`config.mk`:
```
export PLATFORM = sky130hd
export DESIGN_NAME = irrigation_window_timer
export DESIGN_NICKNAME = d
export VERILOG_FILES = /design/src/rtl/iwt_pkg.sv /design/src/rtl/irrigation_window_timer.sv
export VERILOG_INCLUDE_DIRS = /design/src /design/src/rtl
export SDC_FILE = /design/constraint.sdc
export NUM_CORES = 1
export LEC_CHECK = 0
export ABC_AREA = 1
export BUFFER_PORTS_ARGS = -buffer_cell sky130_fd_sc_hd__buf_2
export CAP_MARGIN = 20
export CELL_PAD_IN_SITES_DETAIL_PLACEMENT = 0
export CELL_PAD_IN_SITES_GLOBAL_PLACEMENT = 1
export CORE_MARGIN = 2
export CORE_UTILIZATION = 50
export DETAILED_ROUTE_END_ITERATION = 8
export PLACE_DENSITY_LB_ADDON = 0.08
export SLEW_MARGIN = 20
export SYNTH_ARGS = -nofsm -noshare
export SYNTH_HDL_FRONTEND = slang
export SYNTH_SLANG_ARGS = --single-unit
export TNS_END_PERCENT = 50
```
`constraint.sdc`:
```
create_clock -name clk_i -period 18.3 [get_ports clk_i]
set_input_delay 3.66 -clock clk_i [delete_from_list [all_inputs] [get_ports clk_i]]
set_output_delay 3.66 -clock clk_i [all_outputs]
set_load 0.05 [all_outputs]
```
`src/rtl/irrigation_window_timer_assert.svh`:
```
// ----------------------------------------------------------------------------
// irrigation window timer assertion macros
// concurrent checks on clk_i, disabled while rst_ni is low
// ----------------------------------------------------------------------------
`ifndef IRRIGATION_WINDOW_TIMER_ASSERT_SVH
`define IRRIGATION_WINDOW_TIMER_ASSERT_SVH

`ifndef SYNTH

// property holds at every edge out of reset
`define IWT_ASSERT(lbl, prop) \
  lbl: assert property (@(posedge clk_i) disable iff (!rst_ni) (prop)) \
    else $error("irrigation_window_timer: assertion failed");

// consequent holds in the cycle after the antecedent
`define IWT_ASSERT_NEXT(lbl, ante, cons) \
  lbl: assert property (@(posedge clk_i) disable iff (!rst_ni) (ante) |=> (cons)) \
    else $error("irrigation_window_timer: assertion failed");

`else

`define IWT_ASSERT(lbl, prop)
`define IWT_ASSERT_NEXT(lbl, ante, cons)

`endif

`endif

```
`src/rtl/iwt_pkg.sv`:
```
// ----------------------------------------------------------------------------
// iwt_pkg
// shared constants, codes and arithmetic helpers of the irrigation window timer
// ----------------------------------------------------------------------------
package iwt_pkg;

  // default prescale: ticks per clock second
  localparam int unsigned TICKS_PER_SECOND_DEF = 100;

  localparam int unsigned TRIM_W = 10;
  localparam int unsigned TIME_W = 6;
  localparam int unsigned SECS_W = 12;  // minutes*60+seconds, up to 3599

  localparam logic [TIME_W-1:0] LAST_UNIT = 6'd59;

  // event codes
  typedef enum logic [1:0] {
    CMD_TICK   = 2'd0,
    CMD_SELECT = 2'd1,
    CMD_CANCEL = 2'd2,
    CMD_ADJUST = 2'd3
  } cmd_e;

  // setup machine codes
  localparam logic [1:0] MODE_IDLE   = 2'd0;
  localparam logic [1:0] MODE_CHOOSE = 2'd1;
  localparam logic [1:0] MODE_ADJUST = 2'd2;

  // setup targets
  localparam logic [1:0] TGT_CLOCK = 2'd0;
  localparam logic [1:0] TGT_START = 2'd1;
  localparam logic [1:0] TGT_END   = 2'd2;

  // reset values of the window
  localparam logic [TIME_W-1:0] START_MIN_RST = 6'd0;
  localparam logic [TIME_W-1:0] START_SEC_RST = 6'd10;
  localparam logic [TIME_W-1:0] END_MIN_RST   = 6'd1;
  localparam logic [TIME_W-1:0] END_SEC_RST   = 6'd2;

  // floor(raw*59/1023): quotient by shift, then one correction step
  function automatic logic [TIME_W-1:0] scale_trim(logic [TRIM_W-1:0] raw);
    logic [15:0]       prod;
    logic [TIME_W-1:0] q0;
    logic [16:0]       rem;
    prod = 16'(raw) * 16'd59;
    q0   = prod[15:10];
    rem  = 17'(prod) - 17'({q0, 10'b0}) + 17'(q0);
    if (rem >= 17'd1023) begin
      scale_trim = q0 + 6'd1;
    end else begin
      scale_trim = q0;
    end
  endfunction

  // minutes:seconds to seconds, times 60 as 64 - 4
  function automatic logic [SECS_W-1:0] to_secs(logic [TIME_W-1:0] mins,
                                                logic [TIME_W-1:0] secs);
    to_secs = 12'({mins, 6'b0}) - 12'({mins, 2'b0}) + 12'(secs);
  endfunction

endpackage

```
`src/rtl/irrigation_window_timer.sv`:
```
// ----------------------------------------------------------------------------
// irrigation_window_timer
// minutes:seconds clock with a start..end irrigation window and a button
// driven setup machine that loads scaled trimmer readings
// ----------------------------------------------------------------------------
//
//  channel  | dir | payload
//  ---------+-----+------------------------------------------------------------
//  s_axis   | in  | tuser: cmd; tdata: trim_minutes, trim_seconds
//  m_axis   | out | tdata: mode, selection, now, preview, irrigate, setup_lamp
//
//  one request per cycle is accepted into the input register while the result
//  is not stalled; the result register loads from it once the result slot is
//  free, and a valid result stays until it is taken
//  all state updates happen in the single step between the two registers
//  reset clears the clock, setup machine, prescaler and window to defaults
//  a stalled result holds the pipe; the input register still takes one
//  request while the result register waits
//
`include "irrigation_window_timer_assert.svh"

module irrigation_window_timer #(
  parameter int unsigned TICKS_PER_SECOND = iwt_pkg::TICKS_PER_SECOND_DEF
) (
  input  logic        clk_i,
  input  logic        rst_ni,
  input  logic        s_axis_tvalid_i,
  output logic        s_axis_tready_o,
  // [9:0] trim_minutes, [19:10] trim_seconds, [23:20] zero
  input  logic [23:0] s_axis_tdata_i,
  // [1:0] cmd
  input  logic [1:0]  s_axis_tuser_i,
  output logic        m_axis_tvalid_o,
  input  logic        m_axis_tready_i,
  // [1:0] mode, [3:2] selection, [9:4] now_minutes, [15:10] now_seconds,
  // [21:16] preview_minutes, [27:22] preview_seconds, [28] irrigate,
  // [29] setup_lamp, [31:30] zero
  output logic [31:0] m_axis_tdata_o
);

  // prescaler width follows the tick count
  localparam int unsigned PRE_W = (TICKS_PER_SECOND > 1) ? $clog2(TICKS_PER_SECOND) : 1;
  localparam logic [PRE_W-1:0] PRE_LAST = PRE_W'(TICKS_PER_SECOND - 1);

  localparam int unsigned TW = iwt_pkg::TIME_W;

  // input register
  logic                         in_valid_q;
  iwt_pkg::cmd_e                cmd_q;
  logic [iwt_pkg::TRIM_W-1:0]   trim_min_q;
  logic [iwt_pkg::TRIM_W-1:0]   trim_sec_q;

  // block state
  logic [1:0]       mode_q, mode_d;
  logic [1:0]       sel_q, sel_d;
  logic [TW-1:0]    clk_min_q, clk_min_d;
  logic [TW-1:0]    clk_sec_q, clk_sec_d;
  logic [TW-1:0]    start_min_q, start_min_d;
  logic [TW-1:0]    start_sec_q, start_sec_d;
  logic [TW-1:0]    end_min_q, end_min_d;
  logic [TW-1:0]    end_sec_q, end_sec_d;
  logic [PRE_W-1:0] pre_q, pre_d;
  logic             lamp_q, lamp_d;

  // result register
  logic        out_valid_q;
  logic [31:0] out_data_q;

  logic          advance;
  logic          in_setup;
  logic [TW-1:0] prev_min, prev_sec;
  logic          irrigate;
  logic [iwt_pkg::SECS_W-1:0] now_s, lo_s, hi_s;

  // the item in the input register moves on when the result slot frees up
  assign advance         = in_valid_q && (!out_valid_q || m_axis_tready_i);
  assign s_axis_tready_o = !in_valid_q || advance;
  assign m_axis_tvalid_o = out_valid_q;
  assign m_axis_tdata_o  = out_data_q;

  always_ff @(posedge clk_i or negedge rst_ni) begin
    if (!rst_ni) begin
      in_valid_q <= 1'b0;
    end else if (s_axis_tready_o) begin
      in_valid_q <= s_axis_tvalid_i;
    end
  end

  // payload of the input register, no reset needed
  always_ff @(posedge clk_i) begin
    if (s_axis_tready_o && s_axis_tvalid_i) begin
      cmd_q      <= iwt_pkg::cmd_e'(s_axis_tuser_i);
      trim_min_q <= s_axis_tdata_i[9:0];
      trim_sec_q <= s_axis_tdata_i[19:10];
    end
  end

  // scaled trimmer previews, shown in every mode
  assign prev_min = iwt_pkg::scale_trim(trim_min_q);
  assign prev_sec = iwt_pkg::scale_trim(trim_sec_q);

  // mode code 3 never occurs and counts as idle
  assign in_setup = (mode_q == iwt_pkg::MODE_CHOOSE) || (mode_q == iwt_pkg::MODE_ADJUST);

  // next state for the event in the input register
  always_comb begin
    mode_d      = mode_q;
    sel_d       = sel_q;
    clk_min_d   = clk_min_q;
    clk_sec_d   = clk_sec_q;
    start_min_d = start_min_q;
    start_sec_d = start_sec_q;
    end_min_d   = end_min_q;
    end_sec_d   = end_sec_q;
    pre_d       = pre_q;
    lamp_d      = lamp_q;
    case (cmd_q)
      iwt_pkg::CMD_TICK: begin
        if (pre_q >= PRE_LAST) begin
          pre_d = '0;
          // one second forward, wrap at 60 seconds and 60 minutes
          if (clk_sec_q >= iwt_pkg::LAST_UNIT) begin
            clk_sec_d = '0;
            if (clk_min_q >= iwt_pkg::LAST_UNIT) begin
              clk_min_d = '0;
            end else begin
              clk_min_d = clk_min_q + 6'd1;
            end
          end else begin
            clk_sec_d = clk_sec_q + 6'd1;
          end
        end else begin
          pre_d = pre_q + PRE_W'(1);
        end
      end
      iwt_pkg::CMD_SELECT: begin
        if (!in_setup) begin
          mode_d = iwt_pkg::MODE_CHOOSE;
          lamp_d = 1'b1;
        end else if (mode_q == iwt_pkg::MODE_CHOOSE) begin
          // clock -> start -> end -> clock
          sel_d = (sel_q >= iwt_pkg::TGT_END) ? iwt_pkg::TGT_CLOCK : sel_q + 2'd1;
        end else begin
          // commit the previews to the chosen target
          case (sel_q)
            iwt_pkg::TGT_CLOCK: begin
              clk_min_d = prev_min;
              clk_sec_d = prev_sec;
            end
            iwt_pkg::TGT_START: begin
              start_min_d = prev_min;
              start_sec_d = prev_sec;
            end
            iwt_pkg::TGT_END: begin
              end_min_d = prev_min;
              end_sec_d = prev_sec;
            end
            default: begin
            end
          endcase
          mode_d = iwt_pkg::MODE_IDLE;
          lamp_d = 1'b0;
        end
      end
      iwt_pkg::CMD_CANCEL: begin
        if (in_setup) begin
          mode_d = iwt_pkg::MODE_IDLE;
          lamp_d = 1'b0;
        end
      end
      iwt_pkg::CMD_ADJUST: begin
        if (mode_q == iwt_pkg::MODE_CHOOSE) begin
          mode_d = iwt_pkg::MODE_ADJUST;
        end
      end
      default: begin
      end
    endcase
  end

  // window check on the updated state, inclusive at both ends
  assign now_s    = iwt_pkg::to_secs(clk_min_d, clk_sec_d);
  assign lo_s     = iwt_pkg::to_secs(start_min_d, start_sec_d);
  assign hi_s     = iwt_pkg::to_secs(end_min_d, end_sec_d);
  assign irrigate = (now_s >= lo_s) && (now_s <= hi_s);

  always_ff @(posedge clk_i or negedge rst_ni) begin
    if (!rst_ni) begin
      mode_q      <= iwt_pkg::MODE_IDLE;
      sel_q       <= iwt_pkg::TGT_CLOCK;
      clk_min_q   <= '0;
      clk_sec_q   <= '0;
      start_min_q <= iwt_pkg::START_MIN_RST;
      start_sec_q <= iwt_pkg::START_SEC_RST;
      end_min_q   <= iwt_pkg::END_MIN_RST;
      end_sec_q   <= iwt_pkg::END_SEC_RST;
      pre_q       <= '0;
      lamp_q      <= 1'b0;
    end else if (advance) begin
      mode_q      <= mode_d;
      sel_q       <= sel_d;
      clk_min_q   <= clk_min_d;
      clk_sec_q   <= clk_sec_d;
      start_min_q <= start_min_d;
      start_sec_q <= start_sec_d;
      end_min_q   <= end_min_d;
      end_sec_q   <= end_sec_d;
      pre_q       <= pre_d;
      lamp_q      <= lamp_d;
    end
  end

  always_ff @(posedge clk_i or negedge rst_ni) begin
    if (!rst_ni) begin
      out_valid_q <= 1'b0;
    end else if (advance) begin
      out_valid_q <= 1'b1;
    end else if (m_axis_tready_i) begin
      out_valid_q <= 1'b0;
    end
  end

  always_ff @(posedge clk_i) begin
    if (advance) begin
      out_data_q <= {2'b00, lamp_d, irrigate, prev_sec, prev_min,
                     clk_sec_d, clk_min_d, sel_d, mode_d};
    end
  end

  // lamp tracks the setup modes
  `IWT_ASSERT(a_lamp_mode, lamp_q == in_setup)
  // prescaler never passes its last count
  `IWT_ASSERT(a_pre_range, pre_q <= PRE_LAST)
  // clock stays a valid minutes:seconds value
  `IWT_ASSERT(a_clock_range, (clk_sec_q <= iwt_pkg::LAST_UNIT) && (clk_min_q <= iwt_pkg::LAST_UNIT))
  // a request moving on always leaves a result behind
  `IWT_ASSERT_NEXT(a_advance_out, advance, out_valid_q)

endmodule

```
==> reports/results.ini, run 1 <==
[outcome]
outcome = complete, no violations

[clocking]
cts.htree.levels = 3
cts_tree = yes
clkSinkCount = 102
clk_path_buf_depth = 2
clk_pin_slew_worst_paths_ns = 0.08
ctsHoldBuffers = 0
cts_root_buf = clkbuf_16
post_cts_resize_count = 0
post_cts_buffers = 0
cts_made_buffers = 9
clk-insertion-delay-late_ns = 0.36

[routing]
drc = 0
vias_per_cell = 5.018
drtIter0Drc = 413
routed_wl_mm = 24.24
drtPass1Iterations = 5
routedWlPerCell_um = 13.80
vias = 8811
ant_nets = 0

[setup_path]
slowest_delay_ns = 0.55
path_buf_inv = 9
critPathLaunchType = register
crit_start = trim_min_q[4]
critPathMaxFanout = 7
critPathSlowestCell = fa_1
worst-path-stages = 51
r2r_cells = 51
r2r-start = trim_min_q[4]
cp-end-kind = register
cp-endpoint = m_axis_tdata_o[28]
rrSetupSlack_ns = 9.44
critPathTopFamily = adder cells
path_class = reg -> reg
rr_endpoint = m_axis_tdata_o[28]
arrival_ns = 8.98
required_ns = 18.42
cpMostUsedCell = nand2_1

[place]
numPortBuffers = 57
place_area_um2 = 11370
dp_hpwl_mm = 19.09
gp_congestion = 0.8197
pre_cts_slack_ns = 9.349

[floorplan]
ios = 64
die_area_um2 = 22780
die_x_um = 150.9
fp-row-count = 53
core_um2 = 21090
start_util = 0.5119
die_y_um = 150.9

[finish]
final_common_cell = nand2_1
antenna_cells = 0
num-nets-final = 1699
design_area_um2 = 11660
final_cell_mix = nand2_1 (351), inv_1 (274), ha_1 (147), nor2_1 (91), a21oi_1 (80)
synthToLayoutAreaGrowth_pct = 8.067
drive_above_1_share = 0.08913

[global_route]
grt_antenna_before_repair = 0
grt_pass1_wl_mm = 40.92
grt_max_degree = 56
grt_pass1_vias = 8372
grt_usage = 0.2280
grt.overflow.total = 0

[timing]
post-route-min-period_ns = 8.858
setup_viol = 0
fin_crit_sh = 0.4841
finalSetupTns_ns = 0
relSlewSlack = 0.3149
hold_violations = 0
tightest_slew_ns = 1.021
timing.fmax_mhz = 112.9
finalWorstSetupSlack_ns = 9.442
finClkSkew_ns = 0.01488
slew_violations = 0
rsz0062_at_grt = false

[synth]
synth_edf_count = 52
synthArstFlopShare = 0.4902
avgSynthCellArea_um2 = 7.591
synthFlopType = edfxtp_1
yosys.area.top_type = ha_1
synth_cells = 1422
synth_top_cell_area_share = 0.1704
synthDistinctLibCells = 53
synthTopCellsByArea = ha_1 (17%), edfxtp_1 (14%), nand2_1 (12%), dfrtp_1 (11%), inv_1 (9.6%)
seq_area_frac_synth = 0.2610
ys_ff_latch = 102
synthesis.area_um2 = 10790
yosys_warnings = 0

[flow_run]
cap_violations = 0

[hold_path]
hold_class = reg -> reg

## through the flow
step	hold slack [ns]	cells	util
finish	0.4801	1756	0.5532
detailed placement	0.4656	1740	0.5393
floorplan	0.4479	1423	-
CTS	0.4849	1756	0.5532
global placement	0.4570	1740	0.5393
global route	0.5029	1756	0.5532
## kinds of logic after synthesis
group / after synthesis / synth area share
xor+xnor: 44 / 0.03570
other cells: 1 / 0.0003474
compound gates: 199 / 0.1061
buf+inv: 302 / 0.1059
simple gates: 579 / 0.2333
flops: 102 / 0.2610
mux: 2 / 0.001855
fa+ha+maj: 193 / 0.2557
## worst min-delay path by stage
stage / start / to / depth (start not counted)
2_1_floorplan: end_min_q[5] / end_min_q[5] / 2
3_5_place_dp: end_sec_q[5] / end_sec_q[5] / 2
4_1_cts: start_sec_q[3] / start_sec_q[3] / 2
6_report: start_sec_q[3] / start_sec_q[3] / 2
5_1_grt: end_sec_q[2] / end_sec_q[2] / 2
3_3_place_gp: start_sec_q[3] / start_sec_q[3] / 2
## flip-flops by register name, indices dropped and copies added (netlist names)
signal,count
trim_sec_q,10
m_axis_tdata_o,30
sel_q,2
end_sec_q,6
clk_sec_q,6
trim_min_q,10
mode_q,2
start_min_q,6
pre_q,7
start_sec_q,6
m_axis_tvalid_o,1
cmd_q,2
clk_min_q,6
in_valid_q,1
lamp_q,1
end_min_q,6
## worst register-to-register path: cells and delay by family, from the launching register on
family | cells | cell delay (ns)
buffers and inverters | 9 | 0.68
XOR/XNOR | 1 | 0.13
flip-flops | 1 | 0.43
AND/OR/NAND/NOR | 23 | 2.72
adder cells (fa/ha/maj) | 7 | 2.84
AO/OA/AOI/OAI | 11 | 1.86
## Yosys cell counts, types with 2 or more instances
master and count:
a21o_1 8, nand2_2 15, xnor2_1 20, buf_4 2, nand2_1 351, mux2i_1 2
nor3_1 7, or2_2 4, o21bai_1 9, o21ai_1 10, buf_2 2, dfrtp_1 46
nand4_1 23, nor2_1 91, nand3b_1 7, ha_1 147, inv_2 5, o21ai_2 6
a211oi_1 3, edfxtp_1 52, nor2_4 2, dfstp_2 4, clkinv_1 3, nand3_1 61
o22ai_1 3, fa_1 46, nand2_4 7, a21boi_0 3, xor2_1 24, a21oi_1 80
inv_1 276, nand3_2 5, clkbuf_1 14, o21ai_0 62, nor2_2 2, a31oi_1 3
## final cells by class
| cell class | count | area (um2) |
|---|---|---|
| Fill cell | 2094 | 9423 |
| Multi-Input combinational cell | 1019 | 6837 |
| Sequential cell | 102 | 2818 |
| Inverter | 284 | 1066 |
| Tap cell | 275 | 344.1 |
| Timing Repair Buffer | 60 | 307.8 |
| Clock buffer | 9 | 225.2 |
| Clock inverter | 7 | 67.56 |
## routing by layer
layer,track usage,up-vias,part of all wire
met1,0.3156,4001,0.50
li1,-,4653,-
met5,0,-,0
met4,0.05467,0,0.018
met2,0.3827,129,0.46
met3,0.02681,28,0.027
Power of run 1 is not shown: default switching activity piles up to over one toggle a cycle in this logic, so the estimate is an artifact.
==> run 2, diff against run 1 <==
--- a/config.mk
+++ b/config.mk
@@ -6,13 +6,13 @@
 export SDC_FILE = /design/constraint.sdc
 export NUM_CORES = 1
 export LEC_CHECK = 0
-export ABC_AREA = 1
+export ABC_AREA = 0
 export BUFFER_PORTS_ARGS = -buffer_cell sky130_fd_sc_hd__buf_2
 export CAP_MARGIN = 20
 export CELL_PAD_IN_SITES_DETAIL_PLACEMENT = 0
 export CELL_PAD_IN_SITES_GLOBAL_PLACEMENT = 1
 export CORE_MARGIN = 2
-export CORE_UTILIZATION = 50
+export CORE_UTILIZATION = 49
 export DETAILED_ROUTE_END_ITERATION = 8
 export PLACE_DENSITY_LB_ADDON = 0.08
 export SLEW_MARGIN = 20
==> constraint.sdc (replaced) <==
create_clock -name clk_i -period 9.1 [get_ports clk_i]
set_input_delay 1.82 -clock clk_i [delete_from_list [all_inputs] [get_ports clk_i]]
set_output_delay 1.82 -clock clk_i [all_outputs]
set_load 0.05 [all_outputs]
==> reports/results.ini, run 2 <==
[timing]
timing.fmax_mhz = 107.6  ; -4.7%
slew_violations = 0  ; unchanged
setup_viol = 1  ; +1
relSlewSlack = 0.4762  ; +0.1613
fin_crit_sh = 1.022  ; +0.5377
hold_ws_ns = 0.4764  ; -0.003736 ns
rsz0062_at_grt = true
post-route-min-period_ns = 9.298  ; +0.4394 ns
finalWorstSetupSlack_ns = -0.1976  ; -9.639 ns
tightest_slew_ns = 0.7829  ; -0.2385 ns
hold_violations = 0  ; unchanged
finClkSkew_ns = 0.01252  ; -0.002359 ns

[outcome]
violations = negative setup slack
outcome = complete, but fails checks

[global_route]
grt_usage = 0.2181  ; -0.009903
grt_antenna_before_repair = 0  ; unchanged
grt_pass1_vias = 8114  ; -3.1%
grt.overflow.total = 0  ; unchanged
grt_max_degree = 58  ; +3.6%
grt_pass1_wl_mm = 38.65  ; -5.6%

[setup_path]
required_ns = 9.30  ; -9.12 ns
slowest_delay_ns = 0.55  ; about the same
critPathMaxFanout = 3  ; -4
cp-end-kind = register
r2r-start = trim_sec_q[3]
path_class = reg -> reg
critPathLaunchType = register
critPathTopFamily = compound AO/OA/AOI/OAI gates
critPathSlowestCell = fa_1
arrival_ns = 9.50  ; +0.52 ns
path_buf_inv = 7  ; -2
crit_start = trim_sec_q[3]

[clocking]
cts_made_buffers = 9  ; unchanged
clk-insertion-delay-late_ns = 0.36  ; about the same
clkSinkCount = 102  ; unchanged
cts_tree = yes
cts.htree.levels = 3  ; unchanged
ctsHoldBuffers = 0  ; unchanged
clk_path_buf_depth = 2  ; unchanged
clk_pin_slew_worst_paths_ns = 0.08  ; about the same
cts_root_buf = clkbuf_16

[place]
dp_hpwl_mm = 18.80  ; -1.5%
pre_cts_slack_ns = -0.5903  ; -9.939 ns
gp_congestion = 0.8348  ; +1.8%
numPortBuffers = 57  ; unchanged
dp_cells = 1579  ; -9.3%

[routing]
vias = 8331  ; -5.4%
routedWlPerCell_um = 14.61  ; +5.9%
wl_met3_um = 614  ; -7.7%
wl_met2_mm = 11.51  ; +3.7%
drtIter0Drc = 234  ; -43%
top_layer_used = met4
drc = 0  ; unchanged
drtPass1Iterations = 5  ; unchanged
ant_nets = 0  ; unchanged
routed_wl_mm = 23.60  ; -2.6%
drt-met1-wl_mm = 11.20  ; -6.9%
vias_per_cell = 5.159  ; +2.8%

[synth]
synthDistinctLibCells = 99  ; +87%
yosysMostFrequentCell = inv_1
synthTopCellsByCount = inv_1 (152), ha_1 (147), nand2_1 (92), o21ai_0 (80), nor2_1 (56)
synthArstFlopShare = 0.4902  ; unchanged
synthFlopType = edfxtp_1
synth_edf_count = 52  ; unchanged
yosys_warnings = 0  ; unchanged
synth_cells = 1096  ; -23%
avgSynthCellArea_um2 = 9.415  ; +24%
yosys.area.top_type = ha_1
synth_top_cell_area_share = 0.1782  ; +0.007851
ys_ff_latch = 102  ; unchanged
seq_area_frac_synth = 0.2731  ; +0.01203
synthTopCellsByArea = ha_1 (18%), edfxtp_1 (15%), dfrtp_1 (11%), fa_1 (8.9%), inv_1 (5.5%)
synthesis.area_um2 = 10320  ; -4.4%

[floorplan]
start_util = 0.4956  ; -0.01631
fp-row-count = 53  ; unchanged
die_y_um = 149.1  ; -1.2%
die_x_um = 149.1  ; -1.2%
die_area_um2 = 22240  ; -2.4%
core_um2 = 20820  ; -1.3%
ios = 64  ; unchanged

[finish]
synthToLayoutAreaGrowth_pct = 26.70
drive_above_1_share = 0.2888  ; +0.1997
final_cells = 1615  ; -8.0%
largest_reg_flops = 30  ; unchanged
nFillCells = 1813  ; -13%
num-nets-final = 1558  ; -8.3%
antenna_cells = 0  ; unchanged
multi_input_comb_area_um2 = 7279  ; +6.5%
final_common_cell = buf_4
final_cell_mix = buf_4 (192), inv_1 (146), ha_1 (139), nand2_1 (91), o21ai_0 (65)
seqCellArea_um2 = 2818  ; unchanged

[hold_path]
hold_class = reg -> reg
worstHoldStart = start_min_q[3]

[flow_run]
cap_violations = 0  ; unchanged

[run 2: worst paths after layout]
kind | to | cells past startpoint | slack, ns
setup / recovery | m_axis_tdata_o[28] | 45 | -0.20
hold / removal | start_min_q[3] | 2 | 0.48
setup reg to reg | m_axis_tdata_o[28] | 45 | -0.20
hold reg to reg | start_min_q[3] | 2 | 0.48
max in group asynchronous | start_min_q[4] | 2 | 7.03
min in group asynchronous | end_min_q[5] | 2 | 1.58
[run 2: kinds of logic (layout without fill, tap and decap cells)]
| group | count (synthesis) | count (layout) | share of synthesized area |
|---|---|---|---|
| muxes | 20 | 20 | 0.02231 |
| and+or+nand+nor | 283 | 283 | 0.1407 |
| buffers and inverters | 176 | 419 | 0.06475 |
| DFF | 102 | 102 | 0.2731 |
| adders and majority gates | 193 | 193 | 0.2675 |
| xor gates and xnor gates | 70 | 70 | 0.06402 |
| AOI/OAI and AO/OA | 251 | 251 | 0.1673 |
| other | 1 | 2 | 0.0003634 |
[run 2: cell type report]
| cell class | count | share of cell area |
|---|---|---|
| Inverter | 153 | 0.04393 |
| Clock buffer | 12 | 0.02125 |
| Sequential cell | 102 | 0.2155 |
| Timing Repair Buffer | 250 | 0.1329 |
| Tap cell | 275 | 0.02632 |
| Multi-Input combinational cell | 819 | 0.5568 |
| Clock inverter | 4 | 0.003254 |
[run 2: metrics by stage]
| stage | TNS (ns) | area [um2] | utilization |
|---|---|---|---|
| finish | -0.1976 | 13070 | 0.6279 |
| global route | -0.5863 | 13070 | 0.6279 |
| detailed placement | -0.5903 | 12190 | 0.5855 |
| CTS | -0.3436 | 12730 | 0.6112 |
| global placement | -0.4603 | 12190 | 0.5855 |
| floorplan | 0 | 10360 | - |
[run 2: layer usage]
metal | vias to the layer above | track usage
met4 | 0 | 0.04000
met1 | 3890 | 0.2926
li1 | 4313 | -
met5 | - | 0
met2 | 107 | 0.3820
met3 | 21 | 0.02783
[run 2: worst min-delay path, stage by stage (launching register included)]
cell	delay [ns]
dfrtp_1	0.34
nand2_1	0.04
o21ai_0	0.06
[run 2: repair_timing]
item                       in CTS  in global routing
resized for setup              33                 49
setup endpoints to repair       1                  1
pin swaps                      34                 46
setup buffers                  11                  9
Power of run 2 is left out for the same reason.
